===== config.mk =====
export PLATFORM = sky130hd
export DESIGN_NAME = asch_classify
export DESIGN_NICKNAME = d
export VERILOG_FILES = /design/src/asch_pkg.sv /design/src/asch_classify.sv
export SDC_FILE = /design/constraint.sdc
export NUM_CORES = 1
export LEC_CHECK = 0
export BUFFER_PORTS_ARGS = -buffer_cell sky130_fd_sc_hd__buf_2
export CAP_MARGIN = 15
export CELL_PAD_IN_SITES_DETAIL_PLACEMENT = 0
export CELL_PAD_IN_SITES_GLOBAL_PLACEMENT = 1
export CORE_MARGIN = 10
export CORE_UTILIZATION = 24
export DETAILED_ROUTE_END_ITERATION = 7
export GPL_TIMING_DRIVEN = 0
export PLACE_DENSITY_LB_ADDON = 0.08
export REMOVE_ABC_BUFFERS = 1
export SYNTH_ARGS = -nofsm -noshare
export SYNTH_HDL_FRONTEND = slang
export SYNTH_SLANG_ARGS = --single-unit

===== constraint.sdc =====
create_clock -name vclk -period 9.53
set_clock_uncertainty 0.05 [all_clocks]
set_input_delay 0.4765 -clock vclk [all_inputs]
set_output_delay 0.4765 -clock vclk [all_outputs]
set_load 0.005 [all_outputs]

===== src/asch_pkg.sv =====
// Shared constants and types for the allocation size-class histogram.
package asch_pkg;

	// Request codes carried in the cmd field.
	typedef enum logic {
		CMD_RECORD = 1'b0,
		CMD_READ   = 1'b1
	} cmd_t;

	// Fixed field widths of the request and result channels.
	localparam int SIZE_W        = 32;
	localparam int BIN_FIELD_W   = 6;
	localparam int COUNT_FIELD_W = 32;
	localparam int BYTE_BITS     = 48;

	// Size-class rule: sub-class bits per octave, class offset, small-size limit.
	localparam int SUB_BITS     = 2;
	localparam int CLASS_OFFSET = 19;
	localparam int SMALL_MAX    = 16;

	// Width used for class arithmetic before clamping.
	localparam int CLASS_W = 8;

	// Controls handed from the pipeline to the bin store.
	typedef struct packed {
		logic en;
		logic wr_en;
	} store_ctl_t;

endpackage


===== src/asch_classify.sv =====
// Maps a request to the bin it touches: size class for records, clamped index for reads.
module asch_classify #(
	parameter int NUM_BINS = 60,
	parameter int BIN_W    = 6
) (
	input  asch_pkg::cmd_t                     cmd,
	input  logic [asch_pkg::SIZE_W-1:0]        size,
	input  logic [asch_pkg::BIN_FIELD_W-1:0]   read_bin,
	output logic [BIN_W-1:0]                   bin_idx
);
	import asch_pkg::*;

	localparam int E_W = $clog2(SIZE_W);
	localparam logic [CLASS_W-1:0] LAST_BIN = CLASS_W'(NUM_BINS - 1);

	logic [CLASS_W-1:0] cls;
	logic [CLASS_W-1:0] rd_cls;

	// Leading-one search on size-1 gives the octave and the two bits below it.
	always_comb begin
		logic [SIZE_W-1:0]   m;
		logic [E_W-1:0]      e;
		logic [SUB_BITS-1:0] sub;
		logic [CLASS_W-1:0]  raw;
		m   = size - SIZE_W'(1);
		e   = '0;
		sub = '0;
		for (int i = SUB_BITS; i < SIZE_W; i++) begin
			if (m[i]) begin
				e   = E_W'(i);
				sub = m[i-1 -: SUB_BITS];
			end
		end
		raw = (CLASS_W'(e) << SUB_BITS) + CLASS_W'({1'b1, sub}) - CLASS_W'(CLASS_OFFSET);
		if (size <= SIZE_W'(SMALL_MAX)) begin
			cls = '0;
		end else if (raw > LAST_BIN) begin
			cls = LAST_BIN;
		end else begin
			cls = raw;
		end
	end

	// Reads past the last bin fall onto the last bin.
	always_comb begin
		if (CLASS_W'(read_bin) > LAST_BIN) begin
			rd_cls = LAST_BIN;
		end else begin
			rd_cls = CLASS_W'(read_bin);
		end
	end

	assign bin_idx = (cmd == CMD_RECORD) ? cls[BIN_W-1:0] : rd_cls[BIN_W-1:0];

endmodule


Word-level counts from Yosys, hierarchy flattened:

Cells that the tools add are included.
W data, S select, Z words.

* register bits after elaboration: 0
* input bits: 39
* output and inout bits: 6
* word-level logic and storage cells: 70

* add/subtract/negate cells: 3
* order comparisons: 3
* muxes and demuxes: 64

Operator list (count)
* $mux W5: 28
* $mux W2: 32
* $le A32 B5 Y1 const B: 1
* $sub A32 B1 Y32 const B: 1
* $mux W6: 4
* $add A7 B3 Y8: 1
* $gt A8 B6 Y1 const B: 1
* $sub A8 B5 Y8 const B: 1
* $gt A6 B6 Y1 const B: 1

Longest topological paths before layout:

* depth in word-level cells: 37
* depth in mapped cells: 19
* mapped depth without buffers: 16

Worst setup path before layout:

Ideal clock, no wire load.

* path type: input to output
* from: input size[1] in the netlist's numbering
* to: output bin_idx[4]
* data arrival time: 4195 ps
* data required time: 9003 ps
* setup slack: 4808 ps
* cell stages on the path: 18
* path buffers: 2
* cell sequence: clkbuf_1 -> inv_1 -> ha_1 -> buf_2 -> nor4b_4 -> nand4_1 -> or3_1 -> xnor2_1 -> mux2i_1 -> nor2_1 -> o41ai_1 -> nor2_1 -> inv_1 -> ha_1 -> nand3_1 -> a221oi_1 -> o21bai_2 -> o221ai_1

* cells in the longest elaborated chain, start to end: 37
* elaborated cells on any way between the ends: 68
* classes of those cells: add/sub: 3; order compare: 2; mux: 63

RTL lines
* start, declared: line asch_classify.sv:7 `input logic [asch_pkg::SIZE_W-1:0] size,`
* $sub A32 B1 Y32: line asch_classify.sv:25 `m = size - SIZE_W'(1);`
* $mux W2 (2 in a row): line asch_classify.sv:29 `if (m[i]) begin`
* $mux W2 / $mux W5 (equally long branches) (28 in a row): line asch_classify.sv:29
* $add A7 B3 Y8: line asch_classify.sv:34 `raw = (CLASS_W'(e) << SUB_BITS) + CLASS_W'({1'b1, sub}) - CLASS_W'(CLASS_OFFSET);`
* $sub A8 B5 Y8: line asch_classify.sv:34
* $gt A8 B6 Y1: line asch_classify.sv:37 `end else if (raw > LAST_BIN) begin`
* $mux W6: line asch_classify.sv:37
* $mux W6 *: line asch_classify.sv:35 `if (size <= SIZE_W'(SMALL_MAX)) begin`
* $mux W6 *: line asch_classify.sv:53 `assign bin_idx = (cmd == CMD_RECORD) ? cls[BIN_W-1:0] : rd_cls[BIN_W-1:0];`
* end, declared: line asch_classify.sv:9 `output logic [BIN_W-1:0] bin_idx`

Every way passes the cells marked *; elsewhere a longest branch is shown, timed or not.

Worst setup path after layout:

* from: input size[0] in the netlist's numbering
* to: output bin_idx[4]

The elaborated chain is that of the path after synthesis.

==> impl_metrics.tcl <==
set metrics [dict create \
    p_leak_nw 1.02 \
    final_common_cell "buf_2" \
    worst_ir_drop_vdd_mv 0.0172 \
    min_to "bin_idx[5]" \
    sequentialPowerShare_pct 0 \
    p_int_mw 0.0404 \
    num_antenna_cells 0 \
    finalInstanceArea_um2 3350 \
    rsz0062_at_grt "no" \
    areaGrowthSynthToFinish_pct 7.81 \
    yosysWarnings 0 \
    drt_iter0_markers 343 \
    cts_setup_buffers 0 \
    viasPerCell 5.93 \
    std_cell_rows 41 \
    finalCritPeriodShare_pct 66.9 \
    hold_depth 4 \
    hp-class "in2out" \
    overflow 0 \
    routed_wl_mm 13.3 \
    yosysSeqAreaShare_pct 0 \
    power_frac_comb_pct 100.0 \
    placed_cell_area_um2 3350 \
    drc 0 \
    p_clk_share_pct 0 \
    switching_share_pct 65.6 \
    ys_types 91 \
    synth.avg_cell_area_um2 6.73 \
    cts_resized 0 \
    vias 3798 \
    worst_setup_path_start_kind "primary input" \
    p_per_area_nw_per_um2 35.1 \
    status "complete, no violations" \
    drtAntennaViolNets 0 \
    finalPower_mw 0.117 \
    seq_area_um2 0 \
    max_freq_ghz 0.157 \
    power_switching_mw 0.0771 \
    worst_pin_slew_ns 0.940 \
    die_area_um2 17900 \
    dr.pass1.iters 5 \
    drive_gt1_share_pct 20.3 \
    drv_cap 0 \
    finalHoldViolCount 0 \
    pin_count 45 \
    dp_hpwl_mm 10.4 \
    cp_data_arrival_time_ns 5.85 \
    final_nets 512 \
    netlist_instances 462 \
    grt_max_degree 20 \
    nFillCells 1485 \
    hold_buffers 0 \
    coreArea_um2 12700 \
    worst-setup-path-type "in2out" \
    startpoint "size[0]" \
    n_sequential_cell 0 \
    drv_slew 0 \
    num-clock-buffers 0 \
    grt_pass1_vias 3727 \
    required_ns 9.00 \
    setup_violations 0 \
    drt-wirelength-per-cell_um 20.8 \
    die_h_um 134 \
    grt_pass1_wl_mm 21.3 \
    synth.cell_area_um2 3110 \
    mostFrequentLayoutCells "buf_2, nor2_1, nand2_1" \
    endpoint_kind "output port" \
    hp-start "read_bin[5]" \
    period_needed_ns 6.37 \
    relSlewSlack_pct 37.0 \
    portBuffers 45 \
    die_x_um 134 \
    tns_ns 0 \
    place.gp.congestion 0.844 \
    initial_core_util_pct 24.5 \
    track_usage_pct 14.1 \
    antenna_found_initial 0 \
    worstPathMaxFanout 19 \
]
## cells by family (layout without fill, tap and decap cells)
kind of cell	Yosys count	after routing	share of synthesized area, %
xor gates and xnor gates	24	24	6.76
adders and majority gates	3	3	1.21
and+or+nand+nor	212	212	42.5
muxes	4	4	1.33
buffers and inverters	53	59	8.21
AOI/OAI and AO/OA	166	166	40.0
## power by group through the flow
stage	registers [mW]	logic [mW]	clock network, mW
after global routing	0	0.130	0
after detailed placement	0	0.117	0
after floorplan	0	0.0656	0
after CTS	0	0.117	0
final	0	0.117	0
after global placement	0	0.117	0
## area by class of cell
| type | instances | area, um2 | share of cell area (%) |
|---|---|---|---|
| inverters | 14 | 52.6 | 1.57 |
| well taps | 172 | 215 | 6.42 |
| repair buffers | 45 | 225 | 6.72 |
| multi-input cells | 409 | 2860 | 85.3 |
## metal layers
| layer | wire [um] | up-vias | global-route usage, % | part of all wire (%) |
|---|---|---|---|---|
| met1 | 6690 | 1879 | 20.4 | 50 |
| li1 | - | 1853 | - | - |
| met2 | 6180 | 62 | 23.6 | 46 |
| met3 | 360 | 4 | 0.448 | 2.7 |
| met5 | 0 | - | 0 | 0 |
| met4 | 68 | 0 | 0.726 | 0.51 |
## through the flow
stage	hold slack, ns	cells	utilization (%)	setup WS, ns
CTS	1.22	640	26.4	3.15
global route	1.24	640	26.4	2.67
finish	1.21	640	26.4	3.16
floorplan	1.00	423	-	4.39
global placement	1.22	640	26.4	2.67
detailed placement	1.22	640	26.4	3.15
## synthesized netlist by cell type (6+ instances only)
library cell	instances	area, um2
clkbuf_1	25	93.8
nor4_1	9	56.3
or3_1	8	50.1
inv_1	14	52.6
nor2b_1	7	43.8
a31oi_1	17	106
nand4_1	11	68.8
nor2_1	39	146
o21ai_0	27	135
xnor2_1	18	158
nand2_1	30	113
or2_2	12	75.1
or4_1	11	82.6
o31ai_1	7	52.6
a21oi_1	23	115
nand3_1	16	80.1
buf_2	6	30.0
a211oi_1	9	67.6
nor3_1	21	105
xor2_1	6	52.6
## how the worst max path moves through the flow
stage / to / slack, ns / cells after the start
floorplan: bin_idx[4] / 4.39 / 14
global placement: bin_idx[4] / 2.67 / 16
detailed placement: bin_idx[4] / 3.15 / 18
CTS: bin_idx[0] / 3.15 / 18
global route: bin_idx[4] / 2.67 / 18
finish: bin_idx[4] / 3.16 / 18
## worst max-delay path, cell delays in order
cell      delay [ns]
buf_2           0.19
inv_1           0.08
ha_1            0.60
nor4b_4         0.79
nand3_4         0.33
nor4_4          0.53
a311oi_1        0.10
o31ai_1         0.50
a31oi_1         0.13
a2111o_1        0.37
o21ai_1         0.33
inv_1           0.11
ha_1            0.31
xnor2_1         0.33
nor2_1          0.10
a21oi_1         0.26
o221ai_1        0.15
buf_2           0.15
Power figures use the tool's default switching activity.
