[src/asch_pkg.sv]
// Shared constants and types for the allocation size-class histogram.
package asch_pkg;

	// Request codes carried in the cmd field.
	typedef enum logic {
		CMD_RECORD = 1'b0,
		CMD_READ   = 1'b1
	} cmd_t;

	// Fixed field widths of the request and result channels.
	localparam int SIZE_W        = 32;
	localparam int BIN_FIELD_W   = 6;
	localparam int COUNT_FIELD_W = 32;
	localparam int BYTE_BITS     = 48;

	// Size-class rule: sub-class bits per octave, class offset, small-size limit.
	localparam int SUB_BITS     = 2;
	localparam int CLASS_OFFSET = 19;
	localparam int SMALL_MAX    = 16;

	// Width used for class arithmetic before clamping.
	localparam int CLASS_W = 8;

	// Controls handed from the pipeline to the bin store.
	typedef struct packed {
		logic en;
		logic wr_en;
	} store_ctl_t;

endpackage

[src/asch_bin_store.sv]
// Per-bin count and byte-total memory with valid bits, registered read and write bypass.
module asch_bin_store #(
	parameter int NUM_BINS   = 60,
	parameter int COUNT_BITS = 32,
	parameter int BIN_W      = 6
) (
	input  logic                              clk,
	input  logic                              arst_n,
	input  asch_pkg::store_ctl_t              ctl,
	input  logic [BIN_W-1:0]                  rd_addr,
	input  logic [BIN_W-1:0]                  wr_addr,
	input  logic [COUNT_BITS-1:0]             wr_count,
	input  logic [asch_pkg::BYTE_BITS-1:0]    wr_bytes,
	output logic [COUNT_BITS-1:0]             rd_count,
	output logic [asch_pkg::BYTE_BITS-1:0]    rd_bytes
);
	import asch_pkg::*;

	localparam int ENTRY_W = COUNT_BITS + BYTE_BITS;

	logic [ENTRY_W-1:0]  mem [NUM_BINS];
	logic [NUM_BINS-1:0] vld_q;
	logic [ENTRY_W-1:0]  mem_rd_q;
	logic [ENTRY_W-1:0]  byp_q;
	logic                hit_q;
	logic                rd_vld_q;
	logic [ENTRY_W-1:0]  rd_data;

	// Memory write port.
	always_ff @(posedge clk) begin
		if (ctl.wr_en) begin
			mem[wr_addr] <= {wr_count, wr_bytes};
		end
	end

	// Registered read, plus a copy of the data written in the same cycle.
	always_ff @(posedge clk) begin
		if (ctl.en) begin
			mem_rd_q <= mem[rd_addr];
			byp_q    <= {wr_count, wr_bytes};
		end
	end

	// Valid bits stand in for clearing the memory at reset.
	always_ff @(posedge clk or negedge arst_n) begin
		if (!arst_n) begin
			vld_q    <= '0;
			hit_q    <= 1'b0;
			rd_vld_q <= 1'b0;
		end else begin
			if (ctl.wr_en) begin
				vld_q[wr_addr] <= 1'b1;
			end
			if (ctl.en) begin
				hit_q    <= ctl.wr_en && (wr_addr == rd_addr);
				rd_vld_q <= vld_q[rd_addr];
			end
		end
	end

	// A same-cycle write wins; a bin never written reads as zero.
	assign rd_data  = hit_q ? byp_q : (rd_vld_q ? mem_rd_q : '0);
	assign rd_count = rd_data[ENTRY_W-1 -: COUNT_BITS];
	assign rd_bytes = rd_data[BYTE_BITS-1:0];

endmodule

[config.mk]
export PLATFORM = sky130hd
export DESIGN_NAME = asch_bin_store
export DESIGN_NICKNAME = d
export VERILOG_FILES = /design/src/asch_pkg.sv /design/src/asch_bin_store.sv
export SDC_FILE = /design/constraint.sdc
export NUM_CORES = 2
export LEC_CHECK = 0
export ABC_CLOCK_PERIOD_IN_PS = 4800
export BUFFER_PORTS_ARGS = -buffer_cell sky130_fd_sc_hd__buf_4
export CORE_MARGIN = 2
export CORE_UTILIZATION = 60
export DETAILED_ROUTE_END_ITERATION = 6
export PLACE_DENSITY = 0.76
export SLEW_MARGIN = 10
export SYNTH_ARGS = -nofsm -noshare
export SYNTH_HDL_FRONTEND = slang
export SYNTH_MEMORY_MAX_BITS = 65536
export SYNTH_SLANG_ARGS = --single-unit
[constraint.sdc]
create_clock -name clk -period 4.8 [get_ports clk]
set_input_delay 0.24 -clock clk [delete_from_list [all_inputs] [get_ports clk]]
set_output_delay 0.24 -clock clk [all_outputs]
set_load 0.01 [all_outputs]
### Word level (Yosys, flattened, before mapping)

Memory sizes are Yosys's and may differ from the RTL's. A register that Yosys moved wholly into a read port is not among the register bits.
Index checks and enable logic that the tools add are counted.

| cells by class | value |
|---|---|
| magnitude comparators | 3 |
| eq/ne operators | 1 |
| mux-type cells | 8 |
| bitwise gates (word level) | 1 |
| reduce and logical (&&, ||, !) cells | 2 |

Operators with widths:

| kind | number |
|---|---|
| $mux W80 | 2 |
| $or A60 B60 Y60 | 1 |
| $lt A6 B7 Y1 const B | 2 |
| $bmux W1 S6 | 1 |
| $demux W1 S6 | 1 |
| $eq A6 B6 Y1 | 1 |
| $ge A6 B1 Y1 const B | 1 |
| $mux W1 | 4 |
| $logic_and A1 B1 Y1 | 2 |

| storage, ports and cells | value |
|---|---|
| register bits after elaboration | 142 |
| RAM bits | 4800 |
| bits of input ports | 96 |
| output and inout port bits | 80 |
| word-level logic and storage cells | 20 |
| memories kept | 1 |

Memory list:

| memory | depth | width | read ports | clocked after Yosys merged registers in | write ports | RTL line | source |
|---|---|---|---|---|---|---|---|
| mem | 60 | 80 | 1 | 1 | 1 | asch_bin_store.sv:21 | `logic [ENTRY_W-1:0] mem [NUM_BINS];` |

### Depth between registers and ports, before layout

| logic depth | value |
|---|---|
| depth in word-level cells | 5 |
| gate-level depth with buffers | 11 |
| mapped depth without buffers | 5 |

### Least setup slack after synthesis

Ideal clock, no wire load.

| path | value |
|---|---|
| path kind | input -> register |
| start | input port wr_addr[5] |
| end | register vld_q[33] |
| setup time | 99 ps |
| arrival | 6965 ps |
| data required time | 4701 ps |
| setup slack | -2264 ps |
| cell stages on the path | 5 |
| path buffers | 1 |
| cells stage by stage | clkbuf_1 > nor4bb_1 > nand2_1 > nor3_1 > or2_2 |

| on the way | value |
|---|---|
| longest elaborated chain between the ends | 5 |
| elaborated cells on any way between the ends | 6 |
| those cells by class | order compare (2); mux (2); bitwise (1); reduce/logical (1) |

RTL lines:

| element | RTL line | source |
|---|---|---|
| start: declaration | asch_bin_store.sv:11 | `input logic [BIN_W-1:0] wr_addr,` |
| $lt A6 B7 Y1 (not written as such) or $ge A6 B1 Y1 (tied branches) | asch_bin_store.sv:52 | `vld_q[wr_addr] <= 1'b1;` |
| $logic_and A1 B1 Y1 (not written as such) | asch_bin_store.sv:52 |  |
| $mux W1 (not written as such) | asch_bin_store.sv:52 |  |
| $demux W1 S6 * | asch_bin_store.sv:52 |  |
| $or A60 B60 Y60 (no line) * | - |  |
| end signal: assignment | asch_bin_store.sv:47 | `vld_q <= '0;` |
| end signal: indexed assignment | asch_bin_store.sv:52 |  |
| end: declaration | asch_bin_store.sv:22 | `logic [NUM_BINS-1:0] vld_q;` |

Every way passes the cells marked *; elsewhere a longest branch is shown, timed or not.
A chain may end at the register's enable or synchronous reset.

### Worst setup path after layout

| path | value |
|---|---|
| start | register hit_q |
| end | output port rd_bytes[8] (netlist bit) |

| on the way | value |
|---|---|
| longest elaborated chain between the ends | 1 |

RTL lines:

| element | RTL line | source |
|---|---|---|
| start: declaration | asch_bin_store.sv:25 | `logic hit_q;` |
| start signal: assignment | asch_bin_store.sv:55 | `hit_q <= ctl.wr_en && (wr_addr == rd_addr);` |
| $mux W80 | asch_bin_store.sv:62 | `assign rd_data = hit_q ? byp_q : (rd_vld_q ? mem_rd_q : '0);` |
| end: declaration | asch_bin_store.sv:15 | `output logic [asch_pkg::BYTE_BITS-1:0] rd_bytes` |

No other way between the ends.

==> run_summary.xml <==
<?xml version="1.0" encoding="UTF-8"?>
<metrics>
  <group name="drt">
    <metric name="num_vias" unit="">95800</metric>
    <metric name="drt_iter0_markers" unit="">16200</metric>
    <metric name="drc" unit="">8</metric>
    <metric name="routed_wire_length" unit="microns">536000</metric>
    <metric name="drt.antenna.violating_nets" unit="">0</metric>
    <metric name="post_detailed_route_wirelength_per_cell" unit="microns">40.6</metric>
    <metric name="dr.pass1.iters" unit="">7</metric>
    <metric name="routed_via_density" unit="">7.26</metric>
  </group>
  <group name="grt">
    <metric name="grt_util_all_layers" unit="">0.334</metric>
    <metric name="maximum_number_of_pins_on_one_net_before_global_route_repair" unit="">102</metric>
    <metric name="grt_pass1_vias" unit="">96500</metric>
    <metric name="grt.overflow.total" unit="">0</metric>
    <metric name="wire_length_of_the_first_global_routing_pass" unit="microns">745000</metric>
    <metric name="antenna_found_initial" unit="">21</metric>
  </group>
  <group name="synth">
    <metric name="number_of_flops_mapped_to_enable_cells_by_yosys" unit="">4960</metric>
    <metric name="async_reset_ff_frac" unit="">0.0123</metric>
    <metric name="postSynthAreaPerCell" unit="sq um">23.7</metric>
    <metric name="synth.yosys.warnings" unit="">0</metric>
    <metric name="postSynthCellCount" unit="">8025</metric>
    <metric name="syn_nets" unit="">8121</metric>
    <metric name="netlist-cell-type-count" unit="">44</metric>
    <metric name="ys.flop_type" unit="">edfxtp_1</metric>
    <metric name="ys_ff_latch" unit="">5022</metric>
    <metric name="ys_seq_area_frac" unit="">0.790</metric>
    <metric name="syn_std_cell_area" unit="sq um">190000</metric>
  </group>
  <group name="layout">
    <metric name="leading_cell_type_in_the_layout_fill_and_taps_excluded" unit="">edfxtp_1</metric>
    <metric name="regArea" unit="sq um">150000</metric>
    <metric name="fill_cell_count" unit="">18200</metric>
    <metric name="layout.cells.most_common_list" unit="">4960 x edfxtp_1, 1277 x mux4_2, 476 x clkbuf_16</metric>
    <metric name="final_cell_count_no_fill" unit="">13200</metric>
    <metric name="area.growth.synth_to_final" unit="%">13.0</metric>
    <metric name="final_layout_size_suffix_gt1_frac" unit="">0.289</metric>
    <metric name="multi_input_area" unit="sq um">38400</metric>
    <metric name="nNetsFinal" unit="">8710</metric>
  </group>
  <group name="min_path">
    <metric name="worst_hold_path_type" unit="">in -&gt; reg</metric>
  </group>
  <group name="sta">
    <metric name="final_min_period" unit="ns">3.56</metric>
    <metric name="endpoints_failing_hold" unit="">0</metric>
    <metric name="max_freq" unit="MHz">281</metric>
    <metric name="setup_viol" unit="">0</metric>
    <metric name="slew_violations" unit="">0</metric>
    <metric name="rsz0062_at_grt" unit="">false</metric>
    <metric name="final.setup.worst_slack" unit="ns">1.24</metric>
    <metric name="worstMarginPinSlew" unit="ns">1.20</metric>
    <metric name="final_min_period_over_clock_period" unit="">0.741</metric>
    <metric name="worst_clock_skew" unit="ns">0.0944</metric>
    <metric name="slew_headroom" unit="">0.199</metric>
  </group>
  <group name="cts">
    <metric name="cts.htree.levels" unit="">5</metric>
    <metric name="clock-root-buffer" unit="">clkbuf_16</metric>
    <metric name="tritoncts.num_buffers" unit="">473</metric>
    <metric name="worst_setup_hold_path_clk_slew" unit="ns">0.07</metric>
    <metric name="tritoncts" unit="">done</metric>
    <metric name="post_cts_resized" unit="">0</metric>
    <metric name="cts.sink_count" unit="">5022</metric>
    <metric name="insertion_delay" unit="ns">1.03</metric>
    <metric name="cts.path.max_buffers" unit="">4</metric>
  </group>
  <group name="power">
    <metric name="power-per-cell-area" unit="nW/um^2">420</metric>
    <metric name="power_leakage" unit="nW">68.1</metric>
    <metric name="max-vdd-ir-drop" unit="mV">0.380</metric>
  </group>
  <group name="die">
    <metric name="dieArea" unit="sq um">322000</metric>
    <metric name="io-pin-count" unit="">176</metric>
    <metric name="floorplan.die.width" unit="microns">567</metric>
    <metric name="coreArea" unit="sq um">315000</metric>
    <metric name="placement_rows" unit="">206</metric>
    <metric name="die-height" unit="microns">567</metric>
    <metric name="initial_utilization" unit="">0.604</metric>
  </group>
  <group name="setup_path">
    <metric name="crit_arrival" unit="ns">3.32</metric>
    <metric name="crit_fanout" unit="">29</metric>
    <metric name="cp-end-kind" unit="">primary output</metric>
    <metric name="worst-endpoint-required" unit="ns">4.56</metric>
    <metric name="critical-path-top-cell-by-count" unit="">buf_4</metric>
    <metric name="cp_cell_sequence" unit="">buf_4 -&gt; a22o_1 -&gt; buf_4</metric>
    <metric name="timing.setup.critical_path_class" unit="">reg -&gt; out</metric>
    <metric name="slowest_delay" unit="ns">0.81</metric>
    <metric name="cp-start-kind" unit="">register</metric>
    <metric name="critical_path.slowest_cell" unit="">dfrtp_4</metric>
  </group>
  <group name="placed_design">
    <metric name="post-place-cells" unit="">12200</metric>
    <metric name="port_buffers" unit="">175</metric>
    <metric name="dp_worst_setup_slack" unit="ns">1.35</metric>
    <metric name="dp_hpwl" unit="microns">257000</metric>
    <metric name="finalWeightedCongestion" unit="">0.793</metric>
  </group>
  <group name="run">
    <metric name="maxCapViolCount" unit="">0</metric>
  </group>
  <group name="status">
    <metric name="outcome" unit="">complete, but fails checks</metric>
    <metric name="failing_checks" unit="">design-rule violations</metric>
  </group>
</metrics>
## metrics by stage
step | setup TNS, ns | power, mW | instance area (sq um) | util | hold slack, ns
floorplan | -88.72 | 52.3 | 190000 | - | -0.0556
global placement | 0 | 54.1 | 199000 | 0.631 | 0.381
detailed placement | 0 | 54.3 | 199000 | 0.631 | 0.406
CTS | 0 | 90.6 | 215000 | 0.682 | 0.143
global route | 0 | 92.5 | 215000 | 0.682 | 0.213
finish | 0 | 90.5 | 215000 | 0.682 | 0.184
## final cells by class
cell class | instances | area share
Antenna cell | 13 | 0.000151
Timing Repair Buffer | 563 | 0.0273
Clock buffer | 577 | 0.0574
Multi-Input combinational cell | 2553 | 0.178
Sequential cell | 5022 | 0.699
Tap cell | 4160 | 0.0242
Clock inverter | 299 | 0.0135
Inverter | 1 | 0.0000174
## cells in the mapped netlist, drive strengths merged, types with 48 or more instances
master,count,area share
a21oi,100,0.0026
a22o,81,0.0037
a22oi,187,0.0074
buf,250,0.0073
clkbuf,199,0.0039
dfrtp,62,0.0081
edfxtp,4960,0.78
mux2,54,0.0032
mux2i,268,0.014
mux4,1277,0.15
nand2,123,0.0024
nor2,104,0.0020
o21ai,79,0.0021
o221ai,48,0.0022
or2,61,0.0020
## kinds of logic (layout without fill, tap and decap cells)
kind of cell    Yosys count  after routing  share of synthesized area
flops                  5022           5022                      0.790
mux                    1599           1599                      0.168
compound gates          568            568                     0.0209
buf+inv                 450           1440                     0.0112
simple gates            380            380                    0.00924
xor+xnor                  6              6                   0.000276
other cells               0             13                          0
## final timing paths
path,slack (ns),start,end,cells after the start
max,1.24,hit_q,rd_bytes[8],3
min,0.18,rd_addr[2],mem_rd_q[79],5
max reg2reg,2.53,mem[11][46],mem_rd_q[46],4
min reg2reg,0.47,vld_q[47],vld_q[47],1
max in group asynchronous,4.04,arst_n,vld_q[23],4
min in group asynchronous,0.46,arst_n,vld_q[13],4
## worst max-delay path: cells and delay by family, from the launching register on
kind | cells | cell delay, ns
DFF | 1 | 0.81
AOI/OAI and AO/OA | 1 | 0.51
buffers and inverters | 2 | 0.93
## state kept, by name, indices dropped and copies added (netlist names)
name and flops:
mem 4800, byp_q 80, mem_rd_q 80, vld_q 60, hit_q 1, rd_vld_q 1
## report_power, final
part / switching (mW) / internal, mW / total [mW] / leakage, nW
Clock: 16.4 / 20.6 / 36.9 / 7.46
Sequential: 0.205 / 48.7 / 48.9 / 45.5
Combinational: 2.79 / 1.85 / 4.65 / 15.2
## routing by layer
| layer | routed length, microns | track usage | vias up | share of wire |
|---|---|---|---|---|
| li1 | - | - | 35700 | - |
| met1 | 173000 | 0.447 | 50000 | 0.32 |
| met2 | 258000 | 0.532 | 8427 | 0.48 |
| met3 | 74700 | 0.0763 | 1629 | 0.14 |
| met4 | 30100 | 0.153 | 10 | 0.056 |
| met5 | 56 | 0 | - | 0.00010 |
## what timing repair did
item | in CTS | in global routing
endpoints found under the hold margin | 5036 | 0
setup buffers | 0 | 0
hold buffers | 95 | 0
Power figures use the tool's default switching activity.
