`src/asch_pkg.sv`:
```
// Shared constants and types for the allocation size-class histogram.
package asch_pkg;

	// Request codes carried in the cmd field.
	typedef enum logic {
		CMD_RECORD = 1'b0,
		CMD_READ   = 1'b1
	} cmd_t;

	// Fixed field widths of the request and result channels.
	localparam int SIZE_W        = 32;
	localparam int BIN_FIELD_W   = 6;
	localparam int COUNT_FIELD_W = 32;
	localparam int BYTE_BITS     = 48;

	// Size-class rule: sub-class bits per octave, class offset, small-size limit.
	localparam int SUB_BITS     = 2;
	localparam int CLASS_OFFSET = 19;
	localparam int SMALL_MAX    = 16;

	// Width used for class arithmetic before clamping.
	localparam int CLASS_W = 8;

	// Controls handed from the pipeline to the bin store.
	typedef struct packed {
		logic en;
		logic wr_en;
	} store_ctl_t;

endpackage

```
`src/asch_update.sv`:
```
// Saturating count and byte-total update for one bin, and selection of the result.
module asch_update #(
	parameter int COUNT_BITS = 32
) (
	input  asch_pkg::cmd_t                    cmd,
	input  logic [asch_pkg::SIZE_W-1:0]       size,
	input  logic [COUNT_BITS-1:0]             cur_count,
	input  logic [asch_pkg::BYTE_BITS-1:0]    cur_bytes,
	output logic [COUNT_BITS-1:0]             new_count,
	output logic [asch_pkg::BYTE_BITS-1:0]    new_bytes,
	output logic [COUNT_BITS-1:0]             res_count,
	output logic [asch_pkg::BYTE_BITS-1:0]    res_bytes
);
	import asch_pkg::*;

	logic [BYTE_BITS:0] sum;

	// The count holds at its maximum; the byte total clamps on carry out.
	assign new_count = (&cur_count) ? cur_count : cur_count + COUNT_BITS'(1);
	assign sum       = {1'b0, cur_bytes} + (BYTE_BITS + 1)'(size);
	assign new_bytes = sum[BYTE_BITS] ? {BYTE_BITS{1'b1}} : sum[BYTE_BITS-1:0];

	// A record reports the updated bin, a read reports it as stored.
	assign res_count = (cmd == CMD_RECORD) ? new_count : cur_count;
	assign res_bytes = (cmd == CMD_RECORD) ? new_bytes : cur_bytes;

endmodule

```
`config.mk`:
```
export PLATFORM = sky130hd
export DESIGN_NAME = asch_update
export DESIGN_NICKNAME = d
export VERILOG_FILES = /design/src/asch_pkg.sv /design/src/asch_update.sv
export SDC_FILE = /design/constraint.sdc
export NUM_CORES = 1
export LEC_CHECK = 0
export CAP_MARGIN = 30
export CORE_ASPECT_RATIO = 0.9
export CORE_MARGIN = 2
export CORE_UTILIZATION = 30
export DETAILED_ROUTE_END_ITERATION = 12
export DONT_BUFFER_PORTS = 1
export GPL_TIMING_DRIVEN = 0
export PLACE_DENSITY = 0.51
export SETUP_SLACK_MARGIN = 0.05
export SLEW_MARGIN = 25
export SYNTH_ARGS = -nofsm -noshare
export SYNTH_HDL_FRONTEND = slang
export SYNTH_SLANG_ARGS = --single-unit
```
`constraint.sdc`:
```
create_clock -name vclk -period 9.5
set_clock_uncertainty 0.2 [all_clocks]
set_input_delay 0.475 -clock vclk [all_inputs]
set_output_delay 0.475 -clock vclk [all_outputs]
set_load 0.02 [all_outputs]
```
# Yosys cells after proc, flatten, opt, wreduce, memory -nomap -nowiden

Cells that the tools add are included.

Reduce and logical (&&, ||, !) cells: 1
Mux-type cells: 4
Add/sub/neg operators: 2

Operators with widths:

| operator              | number |
|---|---|
| $mux 48               | 2 |
| $mux 32               | 2 |
| $add 48x32->49        | 1 |
| $add 32x1->32 const B | 1 |
| $reduce_and 32->1     | 1 |

Logic and storage cells: 7
Bits of input ports: 113
Output and inout port bits: 160
Register bits after elaboration: 0

# Longest topological paths before layout

Gate-level depths: netlist of the first run.

Depth in word-level cells: 3
Depth in mapped cells: 12
Gate-level depth less buffers: 10

# Worst setup path before layout of the first run

OpenSTA, ideal clock, no wires.

Path kind: input port to output port
Start: input port size[0] (netlist name)
End: output port res_bytes[30] (netlist name)
Path slack: 5471 ps
Path buffers: 1
Data required time: 8825 ps
Arrival: 3354 ps
Stages: 11
Path through: ha_1 > fa_1 > a211oi_2 > o21ai_2 > a221oi_4 > o2111ai_2 > a221oi_4 > or2_1 > buf_4 > o21ai_0 > mux2_2

Cells in the longest elaborated chain, start to end: 3

Ends and longest elaborated chain:

| element                | line              | source |
|---|---|---|
| from (decl)            | asch_update.sv:6  | `input logic [asch_pkg::SIZE_W-1:0] size,` |
| $add 48x32->49         | asch_update.sv:20 | `assign sum = {1'b0, cur_bytes} + (BYTE_BITS + 1)'(size);` |
| $mux 48                | asch_update.sv:21 | `assign new_bytes = sum[BYTE_BITS] ? {BYTE_BITS{1'b1}} : sum[BYTE_BITS-1:0];` |
| net new_bytes, one bit | asch_update.sv:10 | `output logic [asch_pkg::BYTE_BITS-1:0] new_bytes,` |
| $mux 48                | asch_update.sv:25 | `assign res_bytes = (cmd == CMD_RECORD) ? new_bytes : cur_bytes;` |
| to (decl)              | asch_update.sv:12 | `output logic [asch_pkg::BYTE_BITS-1:0] res_bytes` |

The timed path passes the listed nets, and every way through them passes these cells.

# Final worst setup path of the first run

Same ends and word-level chain as after synthesis.

==> run metrics, run 1 <==
Cell Int Power 0.0987 mW; Mapped Area 4060 µm²; final hold vios 0; Crit Path Class in -> out; DP HPWL 12,300 µm; worst hold path type in -> out; clock power share 0%; Tcrit/Tclk final 49.1%; # fillers 1,472; hold buffers post-CTS 0; status finished, final reports clean; Die Y 114 µm; worst path arrival time 3990 ps; minimum clock period 4670 ps; CLK BUF 0; share of cells above drive strength 1 11.9%; vias 4,512; synthesis-to-layout area growth 5.18%; max_cap viols 0; Slew HR 42.0%; yosys synthesis warning count 0; Worst setup SP type primary input; register area share after synthesis 0%; die area 14,500 µm²; first-pass GRT wire length 21,900 µm; initial antenna violation count 0; 1st-iter DRT viols 234; part of the power in registers 0%; f_max 0.214 GHz; Die W 127 µm; register area 0 µm²; element type at the critical path end output pin; Tightest Pin Transition 861 ps; number of global-route vias before repair 4,231; Power Dens Cells 77.9 nW/µm²; Avg Vias per Cell 5.83; Critical Path RT 8830 ps; sequential cell count 0; Congestion Overflow GR 0; final instance area 4270 µm²; Nets 755; row cnt 40; Routed Antenna Nets 0; crit path max fanout 10; Initial Util 30.6%; VDD IR max 0.0384 mV; Post-CTS Setup Bufs 0; LEAKAGE 1.68 nW; IO Count 273; core area 13,300 µm²; largest net degree at the start of global routing 11; drt pass-1 iters 5; RSZ-0062 raised after global routing false; DRC Markers 0; placed inst area 4270 µm²; Port Buf Inserts 0; final wirelength 14,600 µm; syn_area_per_cell 6.70 µm²; Switch Pwr 0.234 mW; Switching Share 70.3%; antenna cells 0; wire per inst 18.9 µm; GPL Wtd Cong 0.875; setup_tns 0 ps; Final setup viols 0; Synthesized Nets 753; Post-Syn Instances 606; Logic pwr share 100.0%; post-synth cell types 55; max-slew violation count 0; Post-CTS Resized 0; GRT Overall Usage 18.0%
## stage by stage
stage               utilization, %  std cells  total power [mW]  worst slack (ps)  hold slack (ps)
floorplan                        -        606             0.284              5470              878
global placement              32.2        774             0.330              4850              885
detailed placement            32.2        774             0.330              4820              882
global route                  32.2        774             0.357              4670              887
finish                        32.2        774             0.332              4830              882
CTS                           32.2        774             0.332              4810              882
## cells in the mapped netlist (3+ instances only)
cell | count | area (µm²)
a21o_1 | 13 | 97.6
nor2b_1 | 8 | 50.1
nand2b_1 | 6 | 37.5
nor2_1 | 62 | 233
a31oi_1 | 9 | 56.3
xnor2_1 | 46 | 403
clkbuf_1 | 22 | 82.6
and2_1 | 9 | 56.3
mux2_2 | 45 | 507
buf_2 | 3 | 15.0
nand2_1 | 88 | 330
a21oi_1 | 43 | 215
nor3_1 | 19 | 95.1
o21bai_1 | 6 | 45.0
and3_1 | 7 | 43.8
a2bb2oi_1 | 3 | 26.3
o21ai_0 | 21 | 105
a211oi_1 | 3 | 22.5
xor2_1 | 47 | 412
nand4_1 | 22 | 138
nand3_1 | 28 | 140
or2_2 | 6 | 37.5
o211ai_1 | 4 | 30.0
inv_1 | 10 | 37.5
ha_1 | 33 | 413
## logic make-up (layout without fill, tap and decap cells)
kind of cell / Yosys count / count (layout) / share of synthesized area, %
fa+ha+maj: 34 / 34 / 10.7
mux: 47 / 47 / 13.0
compound gates: 120 / 120 / 19.8
buf+inv: 39 / 39 / 4.26
xor+xnor: 93 / 93 / 20.1
simple gates: 273 / 273 / 32.2
## power by group through the flow
stage                     logic, mW  registers [mW]  clock network, mW
after CTS                     0.332               0                  0
after global routing          0.357               0                  0
after detailed placement      0.330               0                  0
final                         0.332               0                  0
after global placement        0.330               0                  0
after floorplan               0.284               0                  0
## worst paths after layout
| check | start | end | slack (ps) | depth (start not counted) |
|---|---|---|---|---|
| max | size[0] | res_bytes[30] | 4830 | 11 |
| min | cur_count[17] | new_count[17] | 880 | 1 |
## worst max-delay path, cell delays in order
cell and delay [ps]:
ha_1 250, fa_1 470, a211oi_2 280, o21ai_2 150
a221oi_4 410, o2111ai_2 210, a221oi_4 530, or2_1 170
buf_4 200, o21ai_0 360, mux2_2 460
## routing by layer
| metal | vias up | global-route usage, % | wire (µm) |
|---|---|---|---|
| met2 | 221 | 31.4 | 6950 |
| met5 | - | 0 | 0 |
| met4 | 0 | 1.83 | 114 |
| li1 | 2156 | - | - |
| met1 | 2125 | 24.8 | 6550 |
| met3 | 10 | 2.06 | 984 |
## cell usage in the layout (no fill, tap or decap), types with 3 or more instances in the layout
master,Yosys,layout
nor2_1,62,62
clkbuf_1,22,22
mux2_2,45,45
nor3_1,19,19
xnor2_1,46,46
a31oi_1,9,9
nand4_1,22,22
o211ai_1,4,4
buf_2,3,3
nand2_1,88,88
a2bb2oi_1,3,3
or2_2,6,6
and2_1,9,9
inv_1,10,10
and3_1,7,7
nand2b_1,6,6
nand3_1,28,28
ha_1,33,33
xor2_1,47,47
o21ai_0,21,21
a21o_1,13,13
nor2b_1,8,8
o21bai_1,6,6
a21oi_1,43,43
a211oi_1,3,3
## cell type report
type                       count  area [µm²]  area share [%]
buffer                        29         135            3.17
inverter                      10        37.5           0.880
multi-input combinational    567        3880            91.0
tap                          168         210            4.93
Power figures use the tool's default switching activity.
==> run 2: changes to the inputs <==
--- a/config.mk
+++ b/config.mk
@@ -5,6 +5,7 @@
 export SDC_FILE = /design/constraint.sdc
 export NUM_CORES = 1
 export LEC_CHECK = 0
+export ABC_AREA = 1
 export CAP_MARGIN = 30
 export CORE_ASPECT_RATIO = 0.9
 export CORE_MARGIN = 2
@@ -12,7 +13,7 @@
 export DETAILED_ROUTE_END_ITERATION = 12
 export DONT_BUFFER_PORTS = 1
 export GPL_TIMING_DRIVEN = 0
-export PLACE_DENSITY = 0.51
+export PLACE_DENSITY = 0.52
 export SETUP_SLACK_MARGIN = 0.05
 export SLEW_MARGIN = 25
 export SYNTH_ARGS = -nofsm -noshare
==> constraint.sdc (replaced) <==
create_clock -name vclk -period 4.1
set_clock_uncertainty 0.2 [all_clocks]
set_input_delay 0.205 -clock vclk [all_inputs]
set_output_delay 0.205 -clock vclk [all_outputs]
set_load 0.02 [all_outputs]
==> run metrics, run 2 <==
antenna cells 0; LEAKAGE 3.77 nW; IO Count 273; Critical Path RT 3690 ps; Power Dens Cells 153 nW/µm²; register area share after synthesis 0%; yosys synthesis warning count 0; Slew HR 38.7%; worst hold path type in -> out; synthesis-to-layout area growth 5.37%; largest net degree at the start of global routing 11; Routed Antenna Nets 0; final hold vios 0; f_max 0.341 GHz; GRT Overall Usage 23.9%; CLK BUF 0; area share of the largest cell type after synthesis 34.1%; max-slew violation count 0; GPL Wtd Cong 0.968; Post-CTS Setup Bufs 0; max_cap viols 0; Tcrit/Tclk final 71.6%; setup_tns 0 ps; Area contributors post-synth nand2_1, inv_1, nand3_1; register area 0 µm²; element type at the critical path end output pin; number of global-route vias before repair 6,844; Synth area leader nand2_1; Finished Layout Cells 1,514; Slowest-stage cell, CP fa_1; Nets 1,413; Port Buf Inserts 0; Post-synth top cells nand2_1, inv_1, nor2_1, nand3_1, o21ai_0; Cell Count Post-Placement 1,514; final wirelength 25,900 µm; die area 20,600 µm²; Initial Util 30.5%; row cnt 48; Avg Vias per Cell 5.08; DP HPWL 22,600 µm; most used cell, CP nand2_2; wire per inst 17.1 µm; Congestion Overflow GR 0; DRC Markers 0; Die Y 136 µm; minimum clock period 2930 ps; Post-Syn Instances 1,264; VDD IR max 0.122 mV; worst path arrival time 2530 ps; first-pass GRT wire length 38,300 µm; Crit path largest cell delay 440 ps; Post-CTS Resized 0; # fillers 2,313; RSZ-0062 raised after global routing false; sequential cell count 0; Worst setup SP type primary input; cell with the most instances after synthesis nand2_1; Crit path max-delay family simple AND/OR/NAND/NOR gates; Synthesized Nets 1,411; share of cells above drive strength 1 5.14%; critical-path cell list ha_1 -> fa_1 -> nand3_2 -> nand3_2 -> nand2_2 -> nand2_2 -> nand2_1 -> nand2_2 -> nand2_2 -> nand2_4 -> nand2_4 -> buf_6 -> nand3_2 -> nand2_1 -> nand2_1; initial antenna violation count 0; Final setup viols 0; status finished, final reports clean; commonest non-fill, non-tap cell in the layout nand2_1; vias 7,695; 1st-iter DRT viols 582; Buffers & Inverters on Critical Path 1; hold buffers post-CTS 0; crit path max fanout 10; Mapped Area 5830 µm²; Die W 151 µm; commonest non-fill, non-tap cells in the layout nand2_1, inv_1, nor2_1; drt pass-1 iters 5; syn_area_per_cell 4.61 µm²; Tightest Pin Transition 910 ps; core area 19,100 µm²; Crit Path Class in -> out; post-synth cell types 39
==> run 2: cell count changes in the layout (fill, tap and decap cells not counted), moves of 28 or more <==
cell     delta
nand3_1    +66
nand2_1   +441
inv_1     +224
nor2_1     +62
a21oi_1    -28
mux2_2     -45
xnor2_1    -45
==> run 2: layout make-up <==
cell class                 instances  area (µm²)  share of cell area (%)
inverter                         244         916                    14.9
buffer                            27         133                    2.16
multi-input combinational        993        4780                    77.8
tap                              250         313                    5.09
==> run 2: cell families (layout without fill, tap and decap cells) <==
family | Yosys count | count (layout) | synth area share (%)
AOI/OAI and AO/OA | 88 | 88 | 8.48
xor gates and xnor gates | 28 | 28 | 4.21
buffers and inverters | 271 | 271 | 18.0
adders and majority gates | 34 | 34 | 7.43
and+or+nand+nor | 843 | 843 | 61.9
==> run 2: metal layers <==
layer / global-route usage [%] / vias to the layer above / part of all wire (%) / wire length (µm)
met5: 0 / - / 0 / 0
met4: 3.12 / 0 / 1.7 / 435
met3: 3.32 / 22 / 9.4 / 2440
met2: 39.6 / 365 / 44 / 11300
met1: 33.7 / 3408 / 45 / 11700
li1: - / 3900 / - / -
==> run 2: path summary, 6_finish.rpt <==
path	startpoint	end	slack, ps	cells past startpoint
max	size[0]	res_bytes[31]	1170	15
min	cur_count[28]	new_count[28]	360	1
==> run 2: per-stage QoR <==
stage | power [mW] | hold slack (ps) | utilization, % | instance area (µm²) | setup slack [ps]
final | 0.942 | 358 | 32.2 | 6140 | 1170
after global routing | 1.04 | 364 | 32.2 | 6140 | 1000
after CTS | 0.938 | 359 | 32.2 | 6140 | 1190
after detailed placement | 0.933 | 358 | 32.2 | 6140 | 1190
after global placement | 0.931 | 360 | 32.2 | 6140 | 1190
after floorplan | 0.750 | 349 | - | 5830 | 1610
==> run 2: report_power, final <==
part	total, mW	switching [mW]	internal, mW
Clock	0	0	0
Sequential	0	0	0
Combinational	0.942	0.723	0.218
Total	0.942	0.723	0.218
==> run 3: changes to the inputs <==
==> constraint.sdc (replaced) <==
create_clock -name vclk -period 2.4
set_clock_uncertainty 0.2 [all_clocks]
set_input_delay 0.12 -clock vclk [all_inputs]
set_output_delay 0.12 -clock vclk [all_outputs]
set_load 0.02 [all_outputs]
==> run metrics, run 3 (same netlist as run 2, synthesis figures left out) <==
Congestion Overflow GR 0; number of global-route vias before repair 7,129; final hold vios 0; VDD IR max 0.201 mV; antenna cells 0; Port Buf Inserts 0; Slew HR 42.9%; Cell Count Post-Placement 1,514; register area 0 µm²; final wirelength 26,900 µm; max_cap viols 0; Die Y 136 µm; Avg Vias per Cell 5.17; RSZ-0062 raised after global routing true; Power Dens Cells 256 nW/µm²; hold buffers post-CTS 0; worst path arrival time 2000 ps; worst hold path type in -> out; initial antenna violation count 0; core area 19,100 µm²; DRC Markers 0; GRT Overall Usage 24.6%; status finished, final reports clean; Tcrit/Tclk final 96.9%; # fillers 2,204; element type at the critical path end output pin; sequential cell count 0; placed inst area 6140 µm²; minimum clock period 2320 ps; Finished Layout Cells 1,526; largest net degree at the start of global routing 11; IO Count 273; commonest non-fill, non-tap cell in the layout nand2_1; GPL Wtd Cong 0.968; Finished Core Util 38.7%; Power, Total 1.89 mW; row cnt 48; drt pass-1 iters 5; DP HPWL 22,600 µm; wire per inst 17.6 µm; CLK BUF 0; Initial Util 30.5%; die area 20,600 µm²; final instance area 7390 µm²; share of cells above drive strength 1 21.0%; Crit Path Class in -> out; first-pass GRT wire length 39,400 µm; LEAKAGE 4.11 nW; setup_tns 0 ps; commonest non-fill, non-tap cells in the layout nand2_1, inv_1, nor2_1; Final setup viols 0; Tightest Pin Transition 857 ps; Die W 151 µm; Nets 1,425; f_max 0.430 GHz; synthesis-to-layout area growth 26.7%; 1st-iter DRT viols 573; vias 7,889; Routed Antenna Nets 0; Worst setup SP type primary input; max-slew violation count 0; Critical Path RT 2080 ps; crit path max fanout 4
-- run 3: cell count changes in the layout (fill, tap and decap cells not counted), sizes merged --
| cell | before | now |
|---|---|---|
| buf | 8 | 18 |
| clkbuf | 19 | 21 |
-- run 3: worst paths after layout --
check                    startpoint             to  slack [ps]  depth (start not counted)
worst max-delay path       size[20]  res_bytes[37]          80                         14
worst min-delay path  cur_count[28]  new_count[28]         140                          1
-- run 3: critical path: stages --
cell and delay [ps]:
ha_1 350, nand2_2 170, inv_1 50, nand2_1 60
nand2_1 130, inv_1 90, nand2_1 120, inv_1 100
nand3_2 160, nand2_1 160, nand3_1 120, nand3_4 150
nand2_1 70, nand2_2 150
-- run 3: through the flow --
step	hold slack (ps)	setup slack, ps
5_1_grt	147	-12.0
6_report	145	75.5
4_1_cts	148	20.9
3_5_place_dp	188	-343
3_3_place_gp	190	-340
2_1_floorplan	179	82.4
-- run 3: final cells by class --
type	instances	area [µm²]	share of cell area, %
multi-input cells	993	5880	79.6
inverters	244	918	12.4
well taps	250	313	4.24
plain buffers	27	158	2.13
repair buffers	12	120	1.63
-- run 3: what timing repair did --
action | 4_1_cts | 5_1_grt
pin swaps | 13 | 19
gates cloned | 1 | 1
setup buffers | 9 | 2
resized for setup | 134 | 148
setup endpoints to repair | 108 | 91
-- run 3: layer usage --
layer	wire (µm)	track usage, %	up-vias
li1	-	-	3918
met1	11800	33.9	3593
met2	12100	41.0	352
met3	2600	3.83	26
met4	461	3.84	0
met5	0	0	-
-- run 3: power breakdown --
| part | internal (mW) | total (mW) | switching [mW] |
|---|---|---|---|
| clock network | 0 | 0 | 0 |
| registers | 0 | 0 | 0 |
| logic | 0.518 | 1.89 | 1.37 |
| total | 0.518 | 1.89 | 1.37 |
